<file path="config.mk">
export PLATFORM = sky130hd
export DESIGN_NAME = table_driven_packet_deframer_unit
export DESIGN_NICKNAME = d
export VERILOG_FILES = /design/src/design/tdpd_pkg.sv /design/src/design/tdpd_front.sv /design/src/design/tdpd_queue.sv /design/src/design/tdpd_back.sv /design/src/design/table_driven_packet_deframer_unit.sv
export SDC_FILE = /design/constraint.sdc
export NUM_CORES = 1
export LEC_CHECK = 0
export BUFFER_PORTS_ARGS = -buffer_cell sky130_fd_sc_hd__buf_2
export CORE_ASPECT_RATIO = 1.5
export CORE_UTILIZATION = 40
export CTS_CLUSTER_SIZE = 14
export DETAILED_ROUTE_END_ITERATION = 10
export PLACE_DENSITY = 0.52
export SYNTH_ARGS = -nofsm -noshare
export SYNTH_HDL_FRONTEND = slang
export SYNTH_SLANG_ARGS = --single-unit
</file>
<file path="constraint.sdc">
create_clock -name i_clk -period 4.05 [get_ports i_clk]
set_clock_uncertainty 0.05 [all_clocks]
set_input_delay 0.405 -clock i_clk [delete_from_list [all_inputs] [get_ports i_clk]]
set_output_delay 0.405 -clock i_clk [all_outputs]
set_load 0.02 [all_outputs]
</file>
<file path="src/design/tdpd_pkg.sv">
// shared types, constants and length table of the packet deframer
`default_nettype none

package tdpd_pkg;

    localparam int unsigned QUEUE_DEPTH_DEF = 4;

    localparam logic [15:0] LEN_UNUSED   = 16'hFFFF;
    localparam logic [15:0] LEN_VARIABLE = 16'h0000;
    localparam logic [15:0] LEN_SINGLE   = 16'h0001;
    localparam logic [15:0] VAR_MIN_LEN  = 16'h0003;

    typedef enum logic [1:0] {
        ST_PACKET    = 2'd0,
        ST_UNKNOWN   = 2'd1,
        ST_MALFORMED = 2'd2
    } t_status;

    typedef enum logic [1:0] {
        K_UNUSED   = 2'd0,
        K_VARIABLE = 2'd1,
        K_SINGLE   = 2'd2,
        K_FIXED    = 2'd3
    } t_kind;

    typedef struct packed {
        logic [7:0]  data;
        t_kind       kind;
        logic [15:0] rem;
    } t_entry;

    typedef struct packed {
        t_status     status;
        logic [7:0]  packet_id;
        logic        last;
        logic        first;
        logic [7:0]  data;
    } t_result;

    localparam logic [15:0] LEN_ROM [256] = '{
        16'h0068, 16'h0005, 16'h0007, 16'h0000, 16'h0002, 16'h0005, 16'h0005, 16'h0007,
        16'h000e, 16'h0005, 16'h000b, 16'h010a, 16'h0000, 16'h0003, 16'h0000, 16'h003d,
        16'h00d7, 16'h0000, 16'h0000, 16'h000a, 16'h0006, 16'h0009, 16'h0001, 16'h0000,
        16'h0000, 16'h0000, 16'h0000, 16'h0025, 16'h0000, 16'h0005, 16'h0004, 16'h0008,
        16'h0013, 16'h0008, 16'h0003, 16'h001a, 16'h0007, 16'h0014, 16'h0005, 16'h0002,
        16'h0005, 16'h0001, 16'h0005, 16'h0002, 16'h0002, 16'h0011, 16'h000f, 16'h000a,
        16'h0005, 16'h0001, 16'h0002, 16'h0002, 16'h000a, 16'h028d, 16'h0000, 16'h0008,
        16'h0007, 16'h0009, 16'h0000, 16'h0000, 16'h0000, 16'h0002, 16'h0025, 16'h0000,
        16'h00c9, 16'h0000, 16'h0000, 16'h0229, 16'h02c9, 16'h0005, 16'h0000, 16'h000b,
        16'h0049, 16'h005d, 16'h0005, 16'h0009, 16'h0000, 16'h0000, 16'h0006, 16'h0002,
        16'h0000, 16'h0000, 16'h0000, 16'h0002, 16'h000c, 16'h0001, 16'h000b, 16'h006e,
        16'h006a, 16'h0000, 16'h0000, 16'h0004, 16'h0002, 16'h0049, 16'h0000, 16'h0031,
        16'h0005, 16'h0009, 16'h000f, 16'h000d, 16'h0001, 16'h0004, 16'h0000, 16'h0015,
        16'h0000, 16'h0000, 16'h0003, 16'h0009, 16'h0013, 16'h0003, 16'h000e, 16'h0000,
        16'h001c, 16'h0000, 16'h0005, 16'h0002, 16'h0000, 16'h0023, 16'h0010, 16'h0011,
        16'h0000, 16'h0009, 16'h0000, 16'h0002, 16'h0000, 16'h000d, 16'h0002, 16'h0000,
        16'h003e, 16'h0000, 16'h0002, 16'h0027, 16'h0045, 16'h0002, 16'h0000, 16'h0000,
        16'h0042, 16'h0000, 16'h0000, 16'h0000, 16'h000b, 16'h0000, 16'h0000, 16'h0000,
        16'h0013, 16'h0041, 16'h0000, 16'h0063, 16'h0000, 16'h0009, 16'h0000, 16'h0002,
        16'h0000, 16'h001a, 16'h0000, 16'h0102, 16'h0135, 16'h0033, 16'h0000, 16'h0000,
        16'h0003, 16'h0009, 16'h0009, 16'h0009, 16'h0095, 16'h0000, 16'h0000, 16'h0004,
        16'h0000, 16'h0000, 16'h0005, 16'h0000, 16'h0000, 16'h0000, 16'h0000, 16'h000d,
        16'h0000, 16'h0000, 16'h0000, 16'h0000, 16'h0000, 16'h0040, 16'h0009, 16'h0000,
        16'h0000, 16'h0003, 16'h0006, 16'h0009, 16'h0003, 16'h0000, 16'h0000, 16'h0000,
        16'h0024, 16'h0000, 16'h0000, 16'h0000, 16'h0006, 16'hFFFF, 16'hFFFF, 16'hFFFF,
        16'h0002, 16'hFFFF, 16'hFFFF, 16'hFFFF, 16'hFFFF, 16'hFFFF, 16'hFFFF, 16'hFFFF,
        16'hFFFF, 16'hFFFF, 16'hFFFF, 16'hFFFF, 16'hFFFF, 16'hFFFF, 16'hFFFF, 16'hFFFF,
        16'hFFFF, 16'hFFFF, 16'hFFFF, 16'hFFFF, 16'hFFFF, 16'hFFFF, 16'hFFFF, 16'hFFFF,
        16'hFFFF, 16'hFFFF, 16'hFFFF, 16'hFFFF, 16'hFFFF, 16'hFFFF, 16'hFFFF, 16'hFFFF,
        16'hFFFF, 16'hFFFF, 16'hFFFF, 16'hFFFF, 16'hFFFF, 16'hFFFF, 16'hFFFF, 16'hFFFF,
        16'hFFFF, 16'hFFFF, 16'hFFFF, 16'hFFFF, 16'hFFFF, 16'hFFFF, 16'hFFFF, 16'hFFFF,
        16'hFFFF, 16'hFFFF, 16'hFFFF, 16'hFFFF, 16'hFFFF, 16'hFFFF, 16'hFFFF, 16'hFFFF
    };

    function automatic t_entry classify(input logic [7:0] b);
        logic [15:0] len;
        t_entry      e;
        len    = LEN_ROM[b];
        e.data = b;
        e.rem  = len - 16'd1;
        if (len == LEN_UNUSED) begin
            e.kind = K_UNUSED;
        end else if (len == LEN_VARIABLE) begin
            e.kind = K_VARIABLE;
        end else if (len == LEN_SINGLE) begin
            e.kind = K_SINGLE;
        end else begin
            e.kind = K_FIXED;
        end
        return e;
    endfunction

endpackage

`default_nettype wire

</file>
<file path="src/design/tdpd_front.sv">
// front stage: accepts bytes and classifies them by the length table
`default_nettype none

module tdpd_front (
    input  wire logic            i_clk,
    input  wire logic            i_rst_n,
    input  wire logic            i_in_valid,
    output logic                 o_in_ready,
    input  wire logic [7:0]      i_in_data,
    output logic                 o_push_valid,
    input  wire logic            i_push_ready,
    output tdpd_pkg::t_entry     o_push_entry
);
    import tdpd_pkg::*;

    logic   r_valid;
    t_entry r_entry;

    assign o_in_ready   = !r_valid || i_push_ready;
    assign o_push_valid = r_valid;
    assign o_push_entry = r_entry;

    always_ff @(posedge i_clk) begin
        if (!i_rst_n) begin
            r_valid <= 1'b0;
        end else if (o_in_ready) begin
            r_valid <= i_in_valid;
        end
        if (i_in_valid && o_in_ready) begin
            r_entry <= classify(i_in_data);
        end
    end

endmodule

`default_nettype wire

</file>
<file path="src/design/tdpd_queue.sv">
// short queue between the classifying front and the framing back
`default_nettype none

module tdpd_queue #(
    parameter int unsigned DEPTH = tdpd_pkg::QUEUE_DEPTH_DEF
) (
    input  wire logic             i_clk,
    input  wire logic             i_rst_n,
    input  wire logic             i_push_valid,
    output logic                  o_push_ready,
    input  wire tdpd_pkg::t_entry i_push_entry,
    output logic                  o_pop_valid,
    input  wire logic             i_pop_ready,
    output tdpd_pkg::t_entry      o_pop_entry
);
    import tdpd_pkg::*;

    localparam int unsigned PTR_W = $clog2(DEPTH);
    localparam int unsigned CNT_W = $clog2(DEPTH + 1);
    localparam logic [PTR_W-1:0] PTR_LAST = PTR_W'(DEPTH - 1);
    localparam logic [CNT_W-1:0] CNT_FULL = CNT_W'(DEPTH);

    t_entry           r_mem [DEPTH];
    logic [PTR_W-1:0] r_wr_ptr;
    logic [PTR_W-1:0] r_rd_ptr;
    logic [CNT_W-1:0] r_count;
    logic             push;
    logic             pop;

    assign o_push_ready = (r_count != CNT_FULL);
    assign o_pop_valid  = (r_count != '0);
    assign o_pop_entry  = r_mem[r_rd_ptr];
    assign push         = i_push_valid && o_push_ready;
    assign pop          = o_pop_valid && i_pop_ready;

    always_ff @(posedge i_clk) begin
        if (!i_rst_n) begin
            r_wr_ptr <= '0;
            r_rd_ptr <= '0;
            r_count  <= '0;
        end else begin
            if (push) begin
                r_wr_ptr <= (r_wr_ptr == PTR_LAST) ? '0 : r_wr_ptr + 1'b1;
            end
            if (pop) begin
                r_rd_ptr <= (r_rd_ptr == PTR_LAST) ? '0 : r_rd_ptr + 1'b1;
            end
            if (push && !pop) begin
                r_count <= r_count + 1'b1;
            end else if (pop && !push) begin
                r_count <= r_count - 1'b1;
            end
        end
        if (push) begin
            r_mem[r_wr_ptr] <= i_push_entry;
        end
    end

endmodule

`default_nettype wire

</file>
<file path="src/design/tdpd_back.sv">
// back stage: framing state machine and output register
`default_nettype none

module tdpd_back (
    input  wire logic             i_clk,
    input  wire logic             i_rst_n,
    input  wire logic             i_pop_valid,
    output logic                  o_pop_ready,
    input  wire tdpd_pkg::t_entry i_pop_entry,
    output logic                  o_out_valid,
    input  wire logic             i_out_ready,
    output tdpd_pkg::t_result     o_out
);
    import tdpd_pkg::*;

    typedef enum logic [1:0] {
        PH_IDLE   = 2'd0,
        PH_LEN_HI = 2'd1,
        PH_LEN_LO = 2'd2,
        PH_BODY   = 2'd3
    } t_phase;

    t_phase      r_phase, n_phase;
    logic [15:0] r_left, n_left;
    logic [7:0]  r_id, n_id;
    logic [7:0]  r_len_hi, n_len_hi;
    logic        r_out_valid;
    t_result     r_out, n_out;
    logic [15:0] total;
    logic        fire;

    assign o_pop_ready = !r_out_valid || i_out_ready;
    assign fire        = i_pop_valid && o_pop_ready;
    assign o_out_valid = r_out_valid;
    assign o_out       = r_out;
    assign total       = {r_len_hi, i_pop_entry.data};

    always_comb begin
        n_phase      = r_phase;
        n_left       = r_left;
        n_id         = r_id;
        n_len_hi     = r_len_hi;
        n_out.data   = i_pop_entry.data;
        n_out.first  = 1'b0;
        n_out.last   = 1'b0;
        n_out.status = ST_PACKET;
        unique case (r_phase)
            PH_IDLE: begin
                n_id        = i_pop_entry.data;
                n_out.first = 1'b1;
                unique case (i_pop_entry.kind)
                    K_UNUSED: begin
                        n_out.last   = 1'b1;
                        n_out.status = ST_UNKNOWN;
                    end
                    K_VARIABLE: begin
                        n_phase = PH_LEN_HI;
                    end
                    K_SINGLE: begin
                        n_out.last = 1'b1;
                    end
                    K_FIXED: begin
                        n_left  = i_pop_entry.rem;
                        n_phase = PH_BODY;
                    end
                endcase
            end
            PH_LEN_HI: begin
                n_len_hi = i_pop_entry.data;
                n_phase  = PH_LEN_LO;
            end
            PH_LEN_LO: begin
                priority if (total < VAR_MIN_LEN) begin
                    n_out.last   = 1'b1;
                    n_out.status = ST_MALFORMED;
                    n_phase      = PH_IDLE;
                end else if (total == VAR_MIN_LEN) begin
                    n_out.last = 1'b1;
                    n_left     = '0;
                    n_phase    = PH_IDLE;
                end else begin
                    n_left  = total - VAR_MIN_LEN;
                    n_phase = PH_BODY;
                end
            end
            PH_BODY: begin
                if (r_left <= 16'd1) begin
                    n_left     = '0;
                    n_out.last = 1'b1;
                    n_phase    = PH_IDLE;
                end else begin
                    n_left = r_left - 16'd1;
                end
            end
        endcase
        n_out.packet_id = n_id;
    end

    always_ff @(posedge i_clk) begin
        if (!i_rst_n) begin
            r_phase     <= PH_IDLE;
            r_left      <= '0;
            r_id        <= '0;
            r_len_hi    <= '0;
            r_out_valid <= 1'b0;
        end else begin
            if (fire) begin
                r_phase  <= n_phase;
                r_left   <= n_left;
                r_id     <= n_id;
                r_len_hi <= n_len_hi;
            end
            if (fire) begin
                r_out_valid <= 1'b1;
            end else if (i_out_ready) begin
                r_out_valid <= 1'b0;
            end
        end
        if (fire) begin
            r_out <= n_out;
        end
    end

endmodule

`default_nettype wire

</file>
<file path="src/design/table_driven_packet_deframer_unit.sv">
// path: a byte goes through the front register, the queue and the back output register
// throughput: one byte per cycle while the master side keeps up, set by the framing state machine
// the queue between front and back absorbs up to QUEUE_DEPTH bytes of output stall
// reset: synchronous active-low i_rst_n empties all stages and returns to waiting for an id
`default_nettype none

module table_driven_packet_deframer_unit #(
    parameter int unsigned QUEUE_DEPTH = tdpd_pkg::QUEUE_DEPTH_DEF
) (
    input  wire logic        i_clk,
    input  wire logic        i_rst_n,
    input  wire logic        s_axis_tvalid,
    output logic             s_axis_tready,
    input  wire logic [7:0]  s_axis_tdata,   // [7:0] rx_byte
    output logic             m_axis_tvalid,
    input  wire logic        m_axis_tready,
    output logic [7:0]       m_axis_tdata,   // [7:0] out_byte
    output logic             m_axis_tlast,
    output logic [10:0]      m_axis_tuser    // [0] first_of_packet, [8:1] packet_id, [10:9] status
);
    import tdpd_pkg::*;

    logic    push_valid;
    logic    push_ready;
    t_entry  push_entry;
    logic    pop_valid;
    logic    pop_ready;
    t_entry  pop_entry;
    t_result result;

    tdpd_front u_front (
        .i_clk        (i_clk),
        .i_rst_n      (i_rst_n),
        .i_in_valid   (s_axis_tvalid),
        .o_in_ready   (s_axis_tready),
        .i_in_data    (s_axis_tdata),
        .o_push_valid (push_valid),
        .i_push_ready (push_ready),
        .o_push_entry (push_entry)
    );

    tdpd_queue #(
        .DEPTH (QUEUE_DEPTH)
    ) u_queue (
        .i_clk        (i_clk),
        .i_rst_n      (i_rst_n),
        .i_push_valid (push_valid),
        .o_push_ready (push_ready),
        .i_push_entry (push_entry),
        .o_pop_valid  (pop_valid),
        .i_pop_ready  (pop_ready),
        .o_pop_entry  (pop_entry)
    );

    tdpd_back u_back (
        .i_clk       (i_clk),
        .i_rst_n     (i_rst_n),
        .i_pop_valid (pop_valid),
        .o_pop_ready (pop_ready),
        .i_pop_entry (pop_entry),
        .o_out_valid (m_axis_tvalid),
        .i_out_ready (m_axis_tready),
        .o_out       (result)
    );

    assign m_axis_tdata = result.data;
    assign m_axis_tlast = result.last;
    assign m_axis_tuser = {result.status, result.packet_id, result.first};

endmodule

`default_nettype wire

</file>
Yosys cells after proc, flatten, opt, wreduce, memory -nomap -nowiden --
Memory sizes are Yosys's and may differ from the RTL's. A register that Yosys moved wholly into a read port is not among the register bits. Index checks and enable logic that the tools add are counted.
Storage, ports and cells: register bits 89, output and inout port bits 22, input port bits 12, memories 2, memory bits (writable) 104, bits in read-only memories 4096, logic and storage cells 104
Memory list:
- (no name shown) | depth 256, width 16, rd ports 1, clocked after memory_dff 0, write ports 0, RTL line tdpd_pkg.sv:78 | len = LEN_ROM[b];
- u_queue.r_mem | depth 4, width 26, rd ports 1, clocked after memory_dff 1, write ports 1, RTL line tdpd_queue.sv:23 | t_entry r_mem [DEPTH];
Operators by class: eq/ne operators 16, reduce and logical (&&, ||, !) cells 23, add/subtract/negate cells 7, magnitude comparators 3, muxes and demuxes 34, bitwise operators 1
Operator list (count):
- $mux 16 | 6
- $pmux 16 s3 | 1
- $sub 16x1->16 const B | 2
- $eq 16x1->1 const B | 1
- $eq 16x16->1 const B | 1
- $eq 16x2->1 const B | 1
- $le 16x1->1 const B | 1
- $logic_not 16->1 | 1
- $lt 16x2->1 const B | 1
- $mux 2 | 8
- $sub 16x2->16 const B | 1
- $eq 2x2->1 const B | 6
- $mux 1 | 12
- $ge 9x9->1 const B | 1
- $not 8->9 | 1
- $mux 8 | 1
- $pmux 2 s2 | 2
- $pmux 2 s4 | 1
- $mux 3 | 2
- $ne 3x3->1 const B | 2
- $reduce_bool 3->1 | 2
- $logic_and 1x1->1 | 5
- $add 2x1->2 const B | 2
- $eq 2x1->1 const B | 2
- other kinds (13) | 21

Logic depth before layout (Yosys ltp) --
Gate-level depths: netlist (run 1).
word-level depth 7, depth in mapped cells 14, gate-level depth less buffers 12

Cells and area by module --
Synthesis (run 1) repeated with hierarchy kept, for this count alone.
Unflattened totals: cells, all modules 882, area total of the unflattened synthesis 10416.2 um^2
Modules (own cells, without submodules):
- tdpd_queue | area an instance 4232.8 um^2, instances 1, sequential area each 3303.2 um^2, cells each 187
- tdpd_front | area an instance 3120.5 um^2, instances 1, sequential area each 800.8 um^2, cells each 369
- tdpd_back | area an instance 3062.9 um^2, instances 1, sequential area each 1301.2 um^2, cells each 326

Worst setup path before layout (run 1) --
No wires, ideal clock.
kind input to register, start in s_axis_tdata[1], end reg u_front.r_entry, in the netlist u_front.o_push_entry[6] (data pin), path slack 0.533 ns, path buffers 2, cell stages on the path 13, data required time 3.733 ns, library setup time 0.267 ns, data arrival time 3.200 ns, cell sequence clkbuf_1 inv_1 ha_1 clkbuf_1 nor2b_1 o22ai_1 a211oi_1 a2bb2oi_1 o32ai_1 ha_1 nand3_1 nor3b_1 xor2_1
Between the ends: cells in the longest elaborated chain, start to end 5
Ends and longest elaborated chain:
- start, declared | RTL line table_driven_packet_deframer_unit.sv:14 | input wire logic [7:0] s_axis_tdata,
- $not 8->9 (not written as such) | RTL line tdpd_pkg.sv:78
- $mem_v2 256x16
- $mux 16 (not written as such) (2 in a row) | RTL line tdpd_pkg.sv:78
- $sub 16x1->16 | RTL line tdpd_pkg.sv:80 | e.rem = len - 16'd1;
- end signal, assigned | RTL line tdpd_front.sv:30 | r_entry <= classify(i_in_data);
- end, declared | RTL line tdpd_front.sv:17 | t_entry r_entry;
No other way between the ends. The select of a mux whose other input is x is not followed. A chain may end at the register's enable or synchronous reset.

==> out/metrics.csv, run 1 <==
stage,metric,value,unit
run_status,outcome,finished clean,
worst_setup_path,crit path launch type,flop,
power,overall power,0.00725,W
clocking,Worst-Skew Late Latency,0.43,ns
placed_design,detailed placement HPWL,19600,um
worst_setup_path,Worst path depth,8,
worst_setup_path,Crit Path Max Fanout,12,
timing,worst setup margin,0.565,ns
grt,total gr overflow,0,
worst_setup_path,WP data required,4.30,ns
clocking,"Clk pin slew, worst setup/hold paths",0.07,ns
clocking,CTS sink count,195,
worst_setup_path,critical path class,flop to flop,
routing,final antenna-violating net count,0,
floorplanning,die area,0.0258,mm^2
routing,first-pass detailed-route iteration total,5,
final_layout,area grow syn2layout,12.0,%
synthesis,sequential fraction of the synthesis area,0.537,
synthesis,Syn Std Cell Area,0.0101,mm^2
min_path,worst hold path depth,4,
timing,Worst-Margin Slew,0.870,ns
placed_design,GPL Wtd Cong,0.953,
routing,Routed wire per std cell,22.0,um
final_layout,antenna fix cells,0,
clocking,hold_buf cts,0,
final_layout,layout cells sized above 1,0.177,
final_layout,final core utilization,0.460,
floorplanning,effective utilization at floorplan,0.411,
timing,RSZ-0062 raised after global routing,false,
clocking,Num CTS Buffers,17,
timing,Post-Route Setup TNS,0,ns
grt,antenna violations before repair,0,
synthesis,Yosys reg bits,195,
floorplanning,FP Rows,70,
routing,DRC,0,
power,peak supply drop,0.264,mV
timing,"Setup violations, final",0,
min_path,hold_sp,m_axis_tready,
worst_setup_path,"delay-heaviest family, CP",simple AND/OR/NAND/NOR gates,
routing,DRT iter0 DRCs,491,
routing,vias per cell,5.85,
timing,Worst slew margin,0.418,
final_layout,Final Non-Filler Cells,1217,
routing,DR vias,7119,
timing,Max Fclk,287,MHz
placed_design,pre-CTS setup slack,0.315,ns
worst_setup_path,WP data arrival,3.73,ns
worst_setup_path,Reg2Reg Depth,8,
placed_design,port bufs,33,
timing,"Hold Vio Cnt, Final",0,
placed_design,placed cells,1185,
worst_setup_path,Worst Setup End Kind,flop,
worst_setup_path,crit-path max cell delay,0.70,ns
worst_setup_path,CP Cell Sequence,mux4_2 > or4_4 > nor4_4 > a21oi_1 > nand2_1 > a21oi_1 > a2111oi_0 > nor3b_1,
floorplanning,die width,132,um
timing,Tcrit/Tclk final,0.860,
synthesis,"EDFF count, synth",150,
flow_run,maxcap violations,0,
synthesis,syn avg cell area,11.8,um^2
worst_setup_path,Crit path top cell by count,a21oi_1,
synthesis,synthesis warning total,0,
grt,vias in the first global route,7351,
grt,largest net degree at the start of global routing,41,
clocking,H-tree lvl count,4,
clocking,maximum clock path buffer count,2,
worst_setup_path,"Max stage delay cell, worst path",mux4_2,
power,PwrDens,643,mW/mm^2
clocking,Root Driver,clkbuf_16,
synthesis,"Primary FF master, synth",edfxtp_1,
timing,fin crit period,3.48,ns
timing,Final Max Slew Viols,0,
routing,final WL,26800,um
floorplanning,die height,196,um
grt,Total GRT Usage,0.215,
synthesis,post-synthesis cell count,855,
floorplanning,Ports,34,
clocking,CTS tree,built,
synthesis,Post-synth ARST share,0,
clocking,post-cts gate resize count,0,
clocking,Post CTS Setup Buffer Count,0,
floorplanning,Core ar.,0.0245,mm^2
synthesis,Synth cell types,79,
worst_setup_path,"Buf+Inv Stages, Crit Path",0,
min_path,worst hold path class,input pin to flop,
synthesis,synthesized net count,892,
power,Lkg Pwr,3.87,nW
final_layout,Final nets,917,
grt,first-pass GRT wire length,42100,um
[sequential cells by signal, indices dropped and copies added (netlist names), named ones only]
signal	flops
u_back.o_out	20
u_back.r_phase	2
u_back.r_len_hi	8
u_back.r_left	16
u_queue.r_count	3
u_back.r_id	8
u_queue.r_rd_ptr	2
u_queue.r_wr_ptr	2
u_front.o_push_valid	1
u_back.o_out_valid	1
u_queue.r_mem	104
u_front.o_push_entry	26
[worst reg2reg max path, delay by kind of cell, from the launching register on]
kind | cells | cell delay (ns)
simple gates | 4 | 1.45
mux | 1 | 0.70
compound gates | 3 | 0.60
flops | 1 | 0.54
[where the power goes]
group          switching (W)  total (W)  internal (W)
Combinational        0.00156    0.00261       0.00105
Sequential          0.000257    0.00285       0.00260
Clock               0.000780    0.00179       0.00101
Total                0.00260    0.00725       0.00465
[cells by family (layout without fill, tap and decap cells)]
| family | Yosys count | count (layout) | synth area share |
|---|---|---|---|
| mux | 53 | 53 | 0.0861 |
| compound gates | 197 | 197 | 0.139 |
| fa+ha+maj | 25 | 25 | 0.0318 |
| buf+inv | 88 | 126 | 0.0365 |
| flops | 195 | 195 | 0.537 |
| simple gates | 263 | 263 | 0.140 |
| xor+xnor | 34 | 34 | 0.0296 |
[cells in the mapped netlist, drive strengths merged, types with 5 or more instances]
cell type    n  share of area
o2111ai      6         0.0052
nor2b       26          0.016
o21ai       35          0.017
a31oi       10         0.0062
mux2         9          0.010
nand4        6         0.0037
o221ai      10         0.0087
a21oi       31          0.015
nor4         9         0.0092
nor3b        5         0.0037
mux2i       18          0.018
buf         14         0.0089
and2        10         0.0062
mux4        26          0.058
dfxtp       45          0.089
nand2       59          0.022
nor2        50          0.019
or4          8         0.0063
xor2        13          0.011
a211oi      10         0.0075
o22ai        5         0.0031
nand3       29          0.014
a311oi       5         0.0043
edfxtp     150           0.45
a21boi      16          0.012
ha          24          0.030
xnor2       21          0.018
or3          9         0.0061
nor3        17         0.0089
and3         7         0.0043
nand2b      14         0.0087
inv         24         0.0089
clkbuf      49          0.018
o211ai      13         0.0097
[worst paths after layout]
path	slack (ns)	endpoint
hold / removal	0.21	u_back.o_out_valid
setup reg to reg	0.57	u_back.r_left[7]
hold reg to reg	0.41	u_back.r_id[7]
setup / recovery	0.57	u_back.r_left[7]
[through the flow]
stage | instance area (um^2) | hold slack, ns
after floorplan | 10100 | 0.391
after global placement | 10600 | 0.398
after detailed placement | 10600 | 0.406
after CTS | 11300 | 0.187
after global routing | 11300 | 0.252
final | 11300 | 0.213
[cell type report]
class | instances | area (um^2)
clock buffer | 17 | 425
clock inverter | 15 | 211
fill | 2268 | 13200
inverter | 25 | 93.8
multi-input combinational | 572 | 4300
sequential | 195 | 5410
tap | 324 | 405
timing repair buffer | 69 | 435
[layer usage]
metal,vias up,part of all wire,global-route usage
li1,3310,-,-
met1,3500,0.36,0.220
met2,236,0.55,0.406
met3,73,0.035,0.0244
met4,0,0.055,0.146
met5,-,0,0
[layout by cell type (no fill, tap or decap), types with 14 or more instances in the layout]
master / netlist / routed
edfxtp_1: 150 / 150
nor3_1: 16 / 16
buf_4: 1 / 36
o21ai_0: 31 / 31
xnor2_1: 21 / 21
buf_2: 3 / 33
dfxtp_1: 45 / 44
nand3_1: 29 / 29
clkbuf_16: 0 / 17
a21boi_0: 14 / 14
mux4_2: 26 / 26
a21oi_1: 31 / 31
nand2b_1: 14 / 14
mux2i_1: 18 / 18
nor2b_1: 26 / 26
inv_1: 24 / 24
nor2_1: 50 / 50
nand2_1: 58 / 58
ha_1: 24 / 24
(Power assumes the default switching activity.)
==> run 2: changes to the inputs <==
--- a/config.mk
+++ b/config.mk
@@ -11,6 +11,8 @@
 export CTS_CLUSTER_SIZE = 14
 export DETAILED_ROUTE_END_ITERATION = 10
 export PLACE_DENSITY = 0.52
+export RECOVER_POWER = 100
+export SLEW_MARGIN = 30
 export SYNTH_ARGS = -nofsm -noshare
 export SYNTH_HDL_FRONTEND = slang
 export SYNTH_SLANG_ARGS = --single-unit
==> out/metrics.csv, run 2 (synthesis results as in run 1) <==
stage,metric,value,unit,change
run_status,outcome,"complete, but fails checks",,
run_status,failing checks,"capacitance limit, slew limit",,
clocking,Post CTS Setup Buffer Count,0,,unchanged
min_path,worst hold path depth,4,,unchanged
worst_setup_path,Reg2Reg Depth,8,,unchanged
placed_design,placed cells,1185,,unchanged
power,Lkg Pwr,3.74,nW,-3.4%
worst_setup_path,"Buf+Inv Stages, Crit Path",5,,+5
placed_design,detailed placement HPWL,19600,um,unchanged
final_layout,antenna fix cells,0,,unchanged
grt,GRT Max-Usage Layer,met2,,
clocking,H-tree lvl count,4,,unchanged
final_layout,area grow syn2layout,11.1,%,
clocking,Root Driver,clkbuf_16,,
worst_setup_path,Crit Path Max Fanout,27,,+15
clocking,CTS sink count,195,,unchanged
grt,largest net degree at the start of global routing,41,,unchanged
final_layout,Largest register FFs,104,,unchanged
final_layout,"most common cell after layout, fill and taps aside",edfxtp_1,,
worst_setup_path,"delay-heaviest family, CP",buffers and inverters,,
timing,RSZ-0062 raised after global routing,false,,
timing,Tcrit/Tclk final,0.947,,+0.0865
floorplanning,FP Rows,70,,unchanged
floorplanning,die width,132,um,unchanged
worst_setup_path,"Max stage delay cell, worst path",clkbuf_1,,
routing,DRC,0,,unchanged
timing,Worst-Margin Slew,1.70,ns,+0.832 ns
min_path,hold_sp,m_axis_tready,,
worst_setup_path,crit-path max cell delay,0.89,ns,+0.19 ns
power,PwrDens,642,mW/mm^2,-0.13%
clocking,maximum clock path buffer count,2,,unchanged
placed_design,"Cell Area, Placed",0.0106,mm^2,unchanged
worst_setup_path,Worst Setup End Kind,flop,,
worst_setup_path,WP data required,4.15,ns,-0.15 ns
routing,Routed wire per std cell,22.1,um,+0.32%
final_layout,Finished Cell Area,0.0112,mm^2,-0.79%
clocking,hold_buf cts,0,,unchanged
final_layout,Layout fillers,2303,,+1.5%
timing,"Setup violations, final",0,,unchanged
grt,met3 GRT Util,0.0244,,unchanged
floorplanning,Ports,34,,unchanged
grt,vias in the first global route,7351,,unchanged
routing,first-pass detailed-route iteration total,5,,unchanged
worst_setup_path,WP data arrival,3.93,ns,+0.20 ns
routing,final WL,26800,um,+0.32%
timing,Final Max Slew Viols,175,,+175
final_layout,Final Non-Filler Cells,1217,,unchanged
clocking,Num CTS Buffers,17,,unchanged
power,peak supply drop,0.261,mV,-0.95%
clocking,"Clk pin slew, worst setup/hold paths",0.07,ns,about the same
routing,DR vias,7174,,+0.77%
floorplanning,die area,0.0258,mm^2,unchanged
worst_setup_path,crit path launch type,input pin,,
grt,met1 Usage GRT,0.220,,unchanged
routing,DRT iter0 DRCs,481,,-2.0%
timing,fin crit period,3.83,ns,+0.350 ns
worst_setup_path,reg2reg end,u_back.r_left[13],,
min_path,Worst Hold End,u_back.o_out_valid,,
timing,Worst slew margin,-0.135,,-0.553
routing,vias per cell,5.89,,+0.77%
worst_setup_path,CP Cell Sequence,clkbuf_1 > buf_4 > nor2b_1 > o21bai_1 > a31oi_1 > o32ai_1 > clkbuf_1 > inv_1 > ha_1 > inv_1 > nor3_1 > a41oi_1,,
grt,total gr overflow,0,,unchanged
grt,Total GRT Usage,0.215,,unchanged
final_layout,largest reg by FF count,u_queue.r_mem,,
placed_design,port bufs,33,,unchanged
min_path,worst hold path class,input pin to flop,,
placed_design,GPL Wtd Cong,0.953,,unchanged
floorplanning,Core ar.,0.0245,mm^2,unchanged
worst_setup_path,R2R Setup Slk,0.37,ns,-0.20 ns
clocking,CTS tree,built,,
grt,antenna violations before repair,0,,unchanged
timing,"Hold Vio Cnt, Final",0,,unchanged
routing,final antenna-violating net count,0,,unchanged
timing,Post-Route Setup TNS,0,ns,unchanged
worst_setup_path,critical path class,input pin to flop,,
clocking,post-cts gate resize count,0,,unchanged
final_layout,most frequent cells in the layout,"edfxtp_1 (150), nand2_1 (58), nor2_1 (50)",,
grt,first-pass GRT wire length,42100,um,unchanged
final_layout,Final nets,917,,unchanged
clocking,Worst-Skew Late Latency,0.43,ns,about the same
timing,Max Fclk,261,MHz,-9.1%
floorplanning,die height,196,um,unchanged
floorplanning,effective utilization at floorplan,0.411,,unchanged
flow_run,maxcap violations,6,,+6
grt,met2 Resource Use GR,0.406,,unchanged
final_layout,layout cells sized above 1,0.123,,-0.0538
-- run 2: metal layers --
metal / wire (um) / share of wire
met3: 968 / 0.036
met4: 1610 / 0.060
met2: 14600 / 0.54
met5: 0 / 0
met1: 9650 / 0.36
-- run 2: through the flow --
stage	total power, W	setup WS [ns]	utilization	hold slack (ns)
floorplan	0.00484	0.533	-	0.391
global placement	0.00548	0.342	0.434	0.398
detailed placement	0.00552	0.315	0.434	0.406
CTS	0.00732	0.534	0.460	0.187
global route	0.00762	0.113	0.456	0.257
finish	0.00718	0.215	0.456	0.218
-- run 2: worst max path at each step --
stage	endpoint	depth (start not counted)	start
2_1_floorplan	u_front.o_push_entry[6]	13	s_axis_tdata[1]
3_3_place_gp	u_front.o_push_entry[6]	12	s_axis_tdata[0]
3_5_place_dp	u_front.o_push_entry[6]	12	s_axis_tdata[0]
4_1_cts	u_back.r_left[7]	8	flop
5_1_grt	u_front.o_push_entry[16]	12	s_axis_tdata[3]
6_report	u_front.o_push_entry[16]	12	s_axis_tdata[3]
-- run 2: power by group --
part           leakage, nW  total (W)  internal [W]  switching [W]
combinational         1.67    0.00254      0.000984        0.00156
clock                0.310    0.00178       0.00101       0.000775
sequential            1.76    0.00286       0.00260       0.000260
-- run 2: worst min-delay path, delay by kind of cell --
kind                   cells  cell delay, ns
AOI/OAI and AO/OA          1            0.07
buffers and inverters      2            0.12
and+or+nand+nor            1            0.05
-- run 2: final cells by class --
cell class / instances / area [um^2] / area share
repair buffers: 69 / 358 / 0.0320
multi-input cells: 572 / 4290 / 0.384
clock buffers: 17 / 425 / 0.0380
flip-flops and latches: 195 / 5410 / 0.483
clock inverters: 15 / 211 / 0.0189
inverters: 25 / 93.8 / 0.00838
well taps: 324 / 405 / 0.0362
==> run 3: changes to the inputs <==
--- a/config.mk
+++ b/config.mk
@@ -10,6 +10,7 @@
 export CORE_UTILIZATION = 40
 export CTS_CLUSTER_SIZE = 14
 export DETAILED_ROUTE_END_ITERATION = 10
+export GPL_TIMING_DRIVEN = 0
 export PLACE_DENSITY = 0.52
 export RECOVER_POWER = 100
 export SLEW_MARGIN = 30
==> out/metrics.csv, run 3 (synthesis results as in run 1) <==
stage,metric,value,unit,change
worst_setup_path,critical path class,input pin to flop,,
clocking,"Clk pin slew, worst setup/hold paths",0.07,ns,about the same
worst_setup_path,WP data arrival,3.99,ns,+0.06 ns
final_layout,"most common cell after layout, fill and taps aside",edfxtp_1,,
worst_setup_path,"Max stage delay cell, worst path",clkbuf_1,,
power,Clk pwr share,0.228,,-0.020
timing,fin crit period,3.87,ns,+0.0317 ns
timing,Final Max Slew Viols,0,,-100%
grt,largest net degree at the start of global routing,23,,-44%
routing,Routed wire per std cell,22.8,um,+3.6%
floorplanning,die area,0.0258,mm^2,unchanged
clocking,CTS sink count,195,,unchanged
clocking,hold_buf cts,0,,unchanged
worst_setup_path,CP Cell Sequence,buf_2 > clkbuf_1 > clkbuf_1 > buf_2 > a311oi_1 > nor3_1 > a311oi_1 > o32ai_2 > ha_1 > nand3_1 > nor3b_1 > xor2_1,,
clocking,CTS tree,built,,
clocking,maximum clock path buffer count,2,,unchanged
min_path,worst hold path depth,1,,-3
final_layout,layout cells sized above 1,0.103,,-0.0201
timing,worst setup margin,0.183,ns,-0.0317 ns
final_layout,Final nets,946,,+3.2%
timing,Worst slew margin,0.0518,,+0.186
power,PwrDens,636,mW/mm^2,-0.92%
power,peak supply drop,0.262,mV,about the same
floorplanning,FP Rows,70,,unchanged
clocking,H-tree lvl count,4,,unchanged
grt,Total GRT Usage,0.227,,+0.0126
timing,"Setup violations, final",0,,unchanged
worst_setup_path,WP data required,4.17,ns,+0.02 ns
clocking,Root Driver,clkbuf_16,,
routing,final antenna-violating net count,0,,unchanged
floorplanning,Ports,34,,unchanged
run_status,outcome,finished clean,,
placed_design,GPL Wtd Cong,1.00,,+5.3%
power,Psw,0.00259,W,about the same
final_layout,area grow syn2layout,11.0,%,
grt,total gr overflow,0,,unchanged
power,sw frac,0.365,,+0.00418
clocking,Worst-Skew Late Latency,0.42,ns,about the same
final_layout,antenna fix cells,0,,unchanged
final_layout,Largest register FFs,104,,unchanged
worst_setup_path,Reg2Reg Depth,10,,+2
placed_design,pre-CTS setup slack,-0.956,ns,-1.27 ns
final_layout,largest reg by FF count,u_queue.r_mem,,
min_path,worst hold path class,input pin to flop,,
worst_setup_path,Worst Setup End Kind,flop,,
routing,final WL,28500,um,+6.0%
clocking,Num CTS Buffers,17,,unchanged
timing,Max Fclk,259,MHz,-0.82%
placed_design,detailed placement HPWL,20600,um,+5.5%
timing,Post-Route Setup TNS,0,ns,unchanged
routing,vias per cell,5.90,,+0.11%
flow_run,maxcap violations,0,,-6
placed_design,port bufs,32,,-3.0%
final_layout,Layout fillers,2347,,+1.9%
worst_setup_path,crit path launch type,input pin,,
floorplanning,Core ar.,0.0245,mm^2,unchanged
floorplanning,die height,196,um,unchanged
power,Seq pwr share,0.395,,-0.003
power,Comb power frac,0.377,,+0.023
timing,Tcrit/Tclk final,0.955,,+0.00782
floorplanning,die width,132,um,unchanged
grt,vias in the first global route,7471,,+1.6%
final_layout,most frequent cells in the layout,"edfxtp_1 (150), clkbuf_1 (82), nand2_1 (58)",,
timing,"Hold Vio Cnt, Final",0,,unchanged
power,Power Internal,0.00451,W,-1.7%
routing,DRT iter0 DRCs,589,,+22%
worst_setup_path,Crit Path Max Fanout,10,,-63%
power,Lkg Pwr,3.66,nW,-1.9%
routing,DRC,0,,unchanged
timing,RSZ-0062 raised after global routing,false,,
grt,first-pass GRT wire length,44300,um,+5.1%
worst_setup_path,crit-path max cell delay,0.58,ns,-0.31 ns
routing,first-pass detailed-route iteration total,6,,+1
grt,antenna violations before repair,0,,unchanged
routing,DR vias,7353,,+2.5%
timing,Worst-Margin Slew,1.42,ns,-0.280 ns
floorplanning,effective utilization at floorplan,0.411,,unchanged
==> run 3: metrics by stage <==
stage | instance area [um^2] | util | power [W] | hold WS (ns) | cells
2_1_floorplan | 10100 | - | 0.00484 | 0.391 | 855
3_3_place_gp | 10600 | 0.434 | 0.00562 | 0.399 | 1211
3_5_place_dp | 10800 | 0.440 | 0.00566 | 0.406 | 1217
4_1_cts | 11400 | 0.463 | 0.00730 | 0.102 | 1247
5_1_grt | 11200 | 0.456 | 0.00752 | 0.151 | 1246
6_report | 11200 | 0.456 | 0.00711 | 0.145 | 1246
==> run 3: area by class of cell <==
cell class	instances	area, um^2	share of cell area
buffer	60	243	0.0217
clock buffer	20	437	0.0391
clock inverter	12	133	0.0119
inverter	25	93.8	0.00840
multi-input combinational	572	4310	0.386
sequential	195	5410	0.484
tap	324	405	0.0363
timing repair buffer	38	150	0.0134
==> run 3: metal layers <==
metal	vias to the layer above	share of wire	global-route usage
met4	0	0.057	0.147
met3	103	0.044	0.0283
li1	3376	-	-
met1	3547	0.37	0.237
met5	-	0	0
met2	327	0.53	0.427
==> run 3: critical path, delay by kind of cell <==
| kind | cells | cell delay, ns |
|---|---|---|
| and+or+nand+nor | 3 | 1.06 |
| adders and majority gates | 1 | 0.27 |
| AOI/OAI and AO/OA | 3 | 0.61 |
| xor gates and xnor gates | 1 | 0.09 |
| buffers and inverters | 4 | 1.54 |
==> run 3: path summary, 6_finish.rpt <==
kind,from,end,slack (ns)
worst max-delay path,s_axis_tdata[2],u_front.o_push_entry[6],0.18
worst min-delay path,s_axis_tdata[4],u_front.o_push_entry[22],0.14
worst max register to register,flop,u_back.r_left[13],0.25
worst min register to register,u_back.r_id[3],u_back.r_id[3],0.41
==> run 3: power by group through the flow <==
| stage | Clock [W] | Combinational (W) | Sequential, W |
|---|---|---|---|
| 3_3_place_gp | 0 | 0.00278 | 0.00285 |
| 2_1_floorplan | 0 | 0.00190 | 0.00295 |
| 6_report | 0.00162 | 0.00268 | 0.00281 |
| 3_5_place_dp | 0 | 0.00282 | 0.00284 |
| 5_1_grt | 0.00174 | 0.00294 | 0.00285 |
| 4_1_cts | 0.00167 | 0.00283 | 0.00280 |
==> run 3: repair_timing <==
item	4_1_cts	5_1_grt
pin swaps	0	0
hold endpoints to repair	0	0
resized for setup	4	8
setup buffers	0	0
setup endpoints to repair	14	13
